`config.mk`:
```
export PLATFORM = sky130hd
export DESIGN_NAME = pae_head
export DESIGN_NICKNAME = d
export VERILOG_FILES = /design/src/sv/pae_pkg.sv /design/src/sv/pae_head.sv
export SDC_FILE = /design/constraint.sdc
export NUM_CORES = 2
export LEC_CHECK = 0
export BUFFER_PORTS_ARGS = -buffer_cell sky130_fd_sc_hd__buf_2
export CAP_MARGIN = 25
export CORE_MARGIN = 3
export CORE_UTILIZATION = 51
export DETAILED_ROUTE_END_ITERATION = 8
export MAX_ROUTING_LAYER = met4
export PLACE_DENSITY = 0.8
export SLEW_MARGIN = 0
export SYNTH_ARGS = -nofsm -noshare
export SYNTH_HDL_FRONTEND = slang
export SYNTH_SLANG_ARGS = --single-unit
```
`constraint.sdc`:
```
create_clock -name clk -period 13.5 [get_ports clk]
set_clock_uncertainty 0.05 [all_clocks]
set_input_delay 4.05 -clock clk [delete_from_list [all_inputs] [get_ports clk]]
set_output_delay 4.05 -clock clk [all_outputs]
set_load 0.05 [all_outputs]
```
`src/sv/pae_pkg.sv`:
```
// pae_pkg: shared widths, request codes, cell and head structs, sine table
// for the planar arm endpoint block
// no dependencies
package pae_pkg;

    localparam int MAX_SEGS = 1024;
    localparam int IDX_W = (MAX_SEGS > 1) ? $clog2(MAX_SEGS) : 1;
    localparam int CNT_W = $clog2(MAX_SEGS + 1);
    localparam int SEG_COUNT_W = 11;
    localparam int TYPE_W = 2;
    localparam int LEN_W = 10;
    localparam int JOINT_W = 10;
    localparam int DEG_W = 9;
    localparam int END_W = 29;
    localparam int SIN_W = 16;
    localparam int PROD_W = LEN_W + SIN_W + 1;
    localparam int Q8_SHIFT = 7;
    localparam int ROUND_BIAS = 64;
    localparam int ADDR_W = (IDX_W > JOINT_W) ? IDX_W : JOINT_W;
    localparam int CMP_W = (CNT_W > SEG_COUNT_W) ? CNT_W : SEG_COUNT_W;
    localparam int SUM_W = PROD_W + IDX_W + 1;
    localparam int ACC_W = (SUM_W > Q8_SHIFT + END_W) ? SUM_W : Q8_SHIFT + END_W;
    localparam int SEG_COUNT_RESET = 1024;

    localparam int DEG_QUARTER = 90;
    localparam int DEG_HALF = 180;
    localparam int DEG_3Q = 270;
    localparam int DEG_FULL = 360;
    localparam int SIN_MAX = 32767;
    localparam int SIN_PEAK = 32768;

    localparam logic [1:0] DRAIN_LAST = 2'd2;

    typedef enum logic [TYPE_W-1:0] {
        REQ_LOAD     = 2'd0,
        REQ_ANGLE    = 2'd1,
        REQ_STRAIGHT = 2'd2
    } req_type_t;

    typedef struct packed {
        logic [LEN_W-1:0] len;
        logic [DEG_W-1:0] ang;
    } seg_t;

    typedef struct packed {
        logic              shift;
        logic              straighten;
        logic              wr_len;
        logic              wr_ang;
        logic [ADDR_W-1:0] len_addr;
        logic [ADDR_W-1:0] ang_addr;
        logic [LEN_W-1:0]  len_data;
        logic [DEG_W-1:0]  ang_data;
    } cell_cmd_t;

    typedef struct packed {
        logic step;
        logic first;
        logic in_use;
    } head_ctl_t;

    // round(32768 * sin(d)) for d = 0..90 degrees
    localparam logic [15:0] QSIN [0:90] = '{
        16'd0,     16'd572,   16'd1144,  16'd1715,  16'd2286,
        16'd2856,  16'd3425,  16'd3993,  16'd4560,  16'd5126,
        16'd5690,  16'd6252,  16'd6813,  16'd7371,  16'd7927,
        16'd8481,  16'd9032,  16'd9580,  16'd10126, 16'd10668,
        16'd11207, 16'd11743, 16'd12275, 16'd12803, 16'd13328,
        16'd13848, 16'd14365, 16'd14876, 16'd15384, 16'd15886,
        16'd16384, 16'd16877, 16'd17364, 16'd17847, 16'd18324,
        16'd18795, 16'd19261, 16'd19720, 16'd20174, 16'd20622,
        16'd21063, 16'd21498, 16'd21926, 16'd22348, 16'd22763,
        16'd23170, 16'd23571, 16'd23965, 16'd24351, 16'd24730,
        16'd25102, 16'd25466, 16'd25822, 16'd26170, 16'd26510,
        16'd26842, 16'd27166, 16'd27482, 16'd27789, 16'd28088,
        16'd28378, 16'd28660, 16'd28932, 16'd29197, 16'd29452,
        16'd29698, 16'd29935, 16'd30163, 16'd30382, 16'd30592,
        16'd30792, 16'd30983, 16'd31164, 16'd31336, 16'd31499,
        16'd31651, 16'd31795, 16'd31928, 16'd32052, 16'd32166,
        16'd32270, 16'd32365, 16'd32449, 16'd32524, 16'd32588,
        16'd32643, 16'd32688, 16'd32723, 16'd32748, 16'd32763,
        16'd32768
    };

    // q1.15 sine of a whole-degree angle, +1.0 clipped
    function automatic logic signed [SIN_W-1:0] sin_q15(input logic [DEG_W-1:0] deg);
        logic [DEG_W-1:0] idx;
        logic             neg;
        logic [15:0]      mag;
        begin
            if (deg <= DEG_W'(DEG_QUARTER))
            begin
                idx = deg;
                neg = 1'b0;
            end
            else if (deg <= DEG_W'(DEG_HALF))
            begin
                idx = DEG_W'(DEG_HALF) - deg;
                neg = 1'b0;
            end
            else if (deg <= DEG_W'(DEG_3Q))
            begin
                idx = deg - DEG_W'(DEG_HALF);
                neg = 1'b1;
            end
            else
            begin
                idx = DEG_W'(DEG_FULL) - deg;
                neg = 1'b1;
            end
            mag = (idx <= DEG_W'(DEG_QUARTER)) ? QSIN[idx[6:0]] : 16'd0;
            if (neg)
                sin_q15 = signed'(16'(-mag));
            else if (mag == 16'(SIN_PEAK))
                sin_q15 = signed'(16'(SIN_MAX));
            else
                sin_q15 = signed'(mag);
        end
    endfunction

endpackage

```
`src/sv/pae_head.sv`:
```
// pae_head: angle accumulation, sine lookup, multiply and sum at the head of the ring
// depends on pae_pkg
module pae_head (
    input  logic                              clk,
    input  logic                              rst_n,
    input  pae_pkg::head_ctl_t                ctl,
    input  pae_pkg::seg_t                     seg,
    output logic signed [pae_pkg::ACC_W-1:0]  sum_x,
    output logic signed [pae_pkg::ACC_W-1:0]  sum_y
);

    localparam int DW = pae_pkg::DEG_W;

    logic [DW-1:0]                       acc_reg;
    logic [DW:0]                         turn;
    logic [DW:0]                         wrap;
    logic [DW-1:0]                       acc_next;
    logic [DW:0]                         cos_raw;
    logic [DW-1:0]                       cos_deg;

    logic                                v1_reg, v2_reg, v3_reg;
    logic                                f1_reg, f2_reg, f3_reg;
    logic                                u1_reg, u2_reg, u3_reg;
    logic [pae_pkg::LEN_W-1:0]           len1_reg, len2_reg;
    logic signed [pae_pkg::SIN_W-1:0]    sin2_reg, cos2_reg;
    logic signed [pae_pkg::PROD_W-1:0]   px3_reg, py3_reg;
    logic signed [pae_pkg::ACC_W-1:0]    sx_reg, sy_reg;
    logic signed [pae_pkg::ACC_W-1:0]    base_x, base_y;

    // turn by (angle - 180) mod 360
    always_comb
    begin
        turn = {1'b0, seg.ang} + (DW+1)'(pae_pkg::DEG_HALF);
        if (turn >= (DW+1)'(pae_pkg::DEG_FULL))
            turn = turn - (DW+1)'(pae_pkg::DEG_FULL);
        wrap = {1'b0, acc_reg} + turn;
        if (wrap >= (DW+1)'(pae_pkg::DEG_FULL))
            wrap = wrap - (DW+1)'(pae_pkg::DEG_FULL);
        acc_next = ctl.first ? '0 : wrap[DW-1:0];

        cos_raw = {1'b0, acc_reg} + (DW+1)'(pae_pkg::DEG_QUARTER);
        if (cos_raw >= (DW+1)'(pae_pkg::DEG_FULL))
            cos_raw = cos_raw - (DW+1)'(pae_pkg::DEG_FULL);
        cos_deg = cos_raw[DW-1:0];

        base_x = f3_reg ? '0 : sx_reg;
        base_y = f3_reg ? '0 : sy_reg;
    end

    always_ff @(posedge clk or negedge rst_n)
    begin
        if (!rst_n)
        begin
            v1_reg <= 1'b0;
            v2_reg <= 1'b0;
            v3_reg <= 1'b0;
        end
        else
        begin
            v1_reg <= ctl.step;
            v2_reg <= v1_reg;
            v3_reg <= v2_reg;
        end
    end

    always_ff @(posedge clk)
    begin
        if (ctl.step)
        begin
            acc_reg  <= acc_next;
            len1_reg <= seg.len;
            f1_reg   <= ctl.first;
            u1_reg   <= ctl.in_use;
        end
        sin2_reg <= pae_pkg::sin_q15(acc_reg);
        cos2_reg <= pae_pkg::sin_q15(cos_deg);
        len2_reg <= len1_reg;
        f2_reg   <= f1_reg;
        u2_reg   <= u1_reg;
        px3_reg  <= pae_pkg::PROD_W'(signed'({1'b0, len2_reg})) * pae_pkg::PROD_W'(sin2_reg);
        py3_reg  <= pae_pkg::PROD_W'(signed'({1'b0, len2_reg})) * pae_pkg::PROD_W'(cos2_reg);
        f3_reg   <= f2_reg;
        u3_reg   <= u2_reg;
        if (v3_reg)
        begin
            sx_reg <= base_x + (u3_reg ? pae_pkg::ACC_W'(px3_reg) : '0);
            sy_reg <= base_y + (u3_reg ? pae_pkg::ACC_W'(py3_reg) : '0);
        end
    end

    assign sum_x = sx_reg;
    assign sum_y = sy_reg;

endmodule

```
# == Word level (Yosys, flattened, before mapping) ==
# Memories as Yosys holds them, arrays and structs flattened.
# Index checks and enable logic that the tools add are counted.
# op_classes
magnitude_cmp,13
bitwise_logic,2
eq_ne,2
n_mul,2
addsub,16
muxes,27
# ops
cell,n
$mux W16,10
$mux W38,4
$add A38 B38 Y38,2
$mux W9,8
$mul A11 B16 Y27,2
$le A9 B7 Y1 const B,4
$eq A16 B16 Y1 const B,2
$neg A16 Y16,2
$ge A10 B9 Y1 const B,3
$le A9 B8 Y1 const B,2
$le A9 B9 Y1 const B,2
$sub A8 B9 Y9 const A,2
$sub A9 B8 Y9 const B,2
$sub A9 B9 Y9 const A,2
$sub A9 B9 Y9 const B,2
$ge A8 B8 Y1 const B,2
$not A7 Y8,2
$add A9 B10 Y10,1
$add A9 B7 Y10 const B,1
$add A9 B8 Y10 const B,1
$mux W10,1
$sub A10 B9 Y10 const B,1
$mux W1,4
# totals
out_inout_bits,76
ff_bits,200
memories,2
mem_bits_ro,4096
# memory_table
name,depth,word_bits,read_ports,rd_clocked_by_memory_dff,write_ports,line,text
(no name shown),128,16,1,0,0,pae_pkg.sv:111,mag = (idx <= DEG_W'(DEG_QUARTER)) ? QSIN[idx[6:0]] : 16'd0;
(no name shown),128,16,1,0,0,pae_pkg.sv:111,

# == Logic depth before layout (Yosys ltp) ==
# depth
ltp_word,15
ltp_mapped,34

# == Least setup slack after synthesis ==
# No wires, ideal clock.
# synth_timing
kind,in2reg
startpoint,in seg[2] in the netlist's numbering
endpoint,reg acc_reg[6] (data pin)
cell_stages,22
arrival_ps,7890
setup_time_ps,265
path_slack_ps,5296
path_cell_list,ha_1 -> or3_1 -> xor2_1 -> nand2b_1 -> a21oi_1 -> or2_2 -> o21bai_1 -> a22oi_1 -> xor2_1 -> ha_1 -> inv_1 -> o21bai_1 -> a21oi_1 -> o21bai_1 -> a21oi_1 -> o21bai_1 -> a21oi_1 -> xor2_1 -> a21boi_1 -> nor2b_1 -> xnor2_1 -> nor2_1
# synth_via
elab_chain_cells,6
elab_cells_between_ends,8
cone_classes,add/sub (4); order compare (2); mux (2)
# synth_lines
item,line,text
"start, declared",pae_head.sv:7,"input pae_pkg::seg_t seg,"
$add A9 B8 Y10 (*),pae_head.sv:33,"turn = {1'b0, seg.ang} + (DW+1)'(pae_pkg::DEG_HALF);"
$sub A10 B9 Y10 / $ge A10 B9 Y1 (equally long branches),"pae_head.sv:35, pae_head.sv:34",
$mux W10 (*),pae_head.sv:34,if (turn >= (DW+1)'(pae_pkg::DEG_FULL))
$add A9 B10 Y10 (*),pae_head.sv:36,"wrap = {1'b0, acc_reg} + turn;"
$sub A9 B9 Y9 / $ge A10 B9 Y1 (equally long branches),"pae_head.sv:38, pae_head.sv:37",
$mux W9 (*),pae_head.sv:37,if (wrap >= (DW+1)'(pae_pkg::DEG_FULL))
"end signal, assigned",pae_head.sv:70,acc_reg <= acc_next;
"end, declared",pae_head.sv:14,logic [DW-1:0] acc_reg;
# Every way passes the cells marked *; elsewhere a longest branch is shown, timed or not.
# A chain may end at the register's enable or synchronous reset.

# == Worst setup path after layout ==
# layout_timing
startpoint,reg acc_reg[3]
endpoint,reg cos2_reg[11] in the netlist's numbering
# layout_via
elab_chain_cells,15
elab_cells_between_ends,25
cone_classes,add/sub (6); order compare (5); eq/ne (1); mux (11); bitwise (1); memory (1)
# layout_lines
item,line,text
$add A9 B7 Y10 (*),pae_head.sv:41,"cos_raw = {1'b0, acc_reg} + (DW+1)'(pae_pkg::DEG_QUARTER);"
$sub A9 B9 Y9 / $ge A10 B9 Y1 (equally long branches),"pae_head.sv:43, pae_head.sv:42",
$mux W9 (*),pae_head.sv:42,if (cos_raw >= (DW+1)'(pae_pkg::DEG_FULL))
"parallel branches: the longest is 11 deep, another holds $mem_v2 Z128 W16",--,
$mux W16 (*),pae_pkg.sv:112,if (neg)
"end signal, assigned",pae_head.sv:76,cos2_reg <= pae_pkg::sin_q15(cos_deg);
"end, declared",pae_head.sv:25,"logic signed [pae_pkg::SIN_W-1:0] sin2_reg, cos2_reg;"
# Every way passes the cells marked *. The select of a mux whose other input is x is not followed.

==> flow_metrics.tcl <==
set metrics [dict create \
    gp_congestion 1.003 \
    fin_util_pct 55.10 \
    rows 85 \
    insertion_delay_ns 0.50 \
    final_nets 3834 \
    synth_top_flop_cell "dfxtp_1" \
    die_area_sq_um 58730 \
    cts_setup_buffers 0 \
    via_per_inst 5.893 \
    cp_data_required_time_ns 13.85 \
    ys_types 109 \
    grt.total_usage_pct 24.52 \
    finalSetupViolations 0 \
    htree_levels 4 \
    cts_tree "built" \
    start_util_pct 52.22 \
    status "finished clean" \
    drt_wl_total_um 69990 \
    path_class "flop to flop" \
    drive_above_1_share_pct 7.271 \
    cp.arrival_ns 8.80 \
    netlist_top_cells_count "inv_1, fa_1, nand2_1" \
    timing.final.crit_share_pct 62.61 \
    finalMaxSlewViolations 0 \
    dr.pass1.iters 6 \
    yosysMostFrequentCell "inv_1" \
    rsz0062_at_grt "no" \
    clock_sinks 200 \
    cpMostUsedCell "a21oi_1" \
    area_delta_synth_final_pct 5.516 \
    route.detailed.drc 0 \
    postCtsHoldBufs 0 \
    grt_max_degree 68 \
    timing.fmax_mhz 118.3 \
    antenna_left 0 \
    holdWs_ns 0.2797 \
    cpMaxStageDelayCell "edfxtp_1" \
    root_buffer "clkbuf_16" \
    core_sq_um 54560 \
    slew_headroom_pct 23.32 \
    drtIter0Drc 2300 \
    worstMarginPinSlew_ns 1.149 \
    clockBufferDepth 2 \
    die_width_um 242.4 \
    cts_resized 0 \
    period_needed_ns 8.452 \
    clkTransAtPathRegs_ns 0.09 \
    worstHoldPathType "flop to flop" \
    first_global_vias 23286 \
    synth_warnings 0 \
    syn_area_per_cell_sq_um 8.652 \
    dpl.hpwl_um 52150 \
    grt_first_pass_wirelength_um 116200 \
    start_kind "flop" \
    synth.area.top_cells "fa_1, ha_1, edfxtp_1" \
    setup_tns_ns 0 \
    cp_max_fo 24 \
    synth-seq-cells 200 \
    fillerInstances 4824 \
    synth-edff-count 97 \
    ios 100 \
    cp_slowest_stage_delay_ns 0.89 \
    die_y_um 242.4 \
    wire_per_inst_um 17.38 \
    hold_viol_final 0 \
    async_flop_share_pct 1.500 \
    syn_nets 3853 \
    synth_top_area_share_pct 20.59 \
    vias 23727 \
    endpoint_kind "flop" \
    syn_inst 3293 \
    grt_overflow 0 \
    maxCapViolations 0 \
    yosysSeqAreaShare_pct 17.51 \
    io_buffers 99 \
    cts_buffers 17 \
    yosys.area.top_type "fa_1" \
    diodes 0 \
    antenna_found_initial 1 \
    synth_area_sq_um 28490 \
]
[cell families after synthesis]
logic type / after synthesis / share of synthesized area (%)
AND/OR/NAND/NOR: 1109 / 19.99
AO/OA/AOI/OAI: 698 / 16.72
buffers and inverters: 554 / 7.765
adder cells (fa/ha/maj): 536 / 31.26
flip-flops: 200 / 17.51
XOR/XNOR: 164 / 5.147
multiplexers: 32 / 1.607
[cells in the final DEF (no fill, tap or decap), types with 22 or more instances in the layout]
cell type	n
and3_1	22
edfxtp_1	97
fa_1	293
a31oi_1	36
a21o_1	26
nand2b_1	25
buf_4	34
dfxtp_1	99
nor3_1	67
a211oi_1	34
o211ai_1	29
xnor2_1	117
and2_1	257
inv_1	379
a21oi_1	167
nor2b_1	104
o21ai_0	137
xor2_1	40
buf_2	99
nor2_1	211
nand2_1	274
nand3_1	59
ha_1	243
[metal layers]
layer | GRT usage, % | share of wire, %
met1 | 32.25 | 44
met2 | 38.92 | 46
met3 | 3.608 | 7.5
met4 | 8.363 | 2.8
met5 | - | 0
[worst max-delay path: cells and delay by family (launching register included)]
family                   cells  cell delay, ns
AO/OA/AOI/OAI               10            2.46
AND/OR/NAND/NOR              7            1.62
adder cells (fa/ha/maj)      3            1.31
buffers and inverters        5            1.20
flip-flops                   1            0.89
multiplexers                 2            0.52
XOR/XNOR                     1            0.27
[final timing paths]
kind                       depth (start not counted)  slack, ns            to       start
setup / recovery                                  28       5.05  cos2_reg[11]  acc_reg[3]
hold / removal                                     0       0.28        u3_reg      u2_reg
setup reg to reg                                  28       5.05  cos2_reg[11]  acc_reg[3]
hold reg to reg                                    0       0.28        u3_reg      u2_reg
max in group asynchronous                          1      10.00        v3_reg       rst_n
min in group asynchronous                          1       3.29        v3_reg       rst_n
[metrics by stage]
stage	std cells	cell area [sq um]	worst slack, ns
final	4026	30060	5.048
after global routing	4026	30060	4.512
after CTS	4025	30050	5.226
after detailed placement	3993	29440	4.691
after global placement	3993	29440	4.815
after floorplan	3293	28490	5.296
[area by class of cell]
class / instances / area, sq um / area share, %
Clock buffer: 18 / 429.2 / 1.428
Clock inverter: 14 / 180.2 / 0.5994
Inverter: 382 / 1436 / 4.778
Multi-Input combinational cell: 2539 / 21330 / 70.96
Sequential cell: 200 / 4995 / 16.62
Tap cell: 739 / 924.6 / 3.076
Timing Repair Buffer: 134 / 765.7 / 2.547
Power is left out: the tool's default activity adds up to more than one toggle a clock period on the data nets, which glitch-free logic cannot reach.
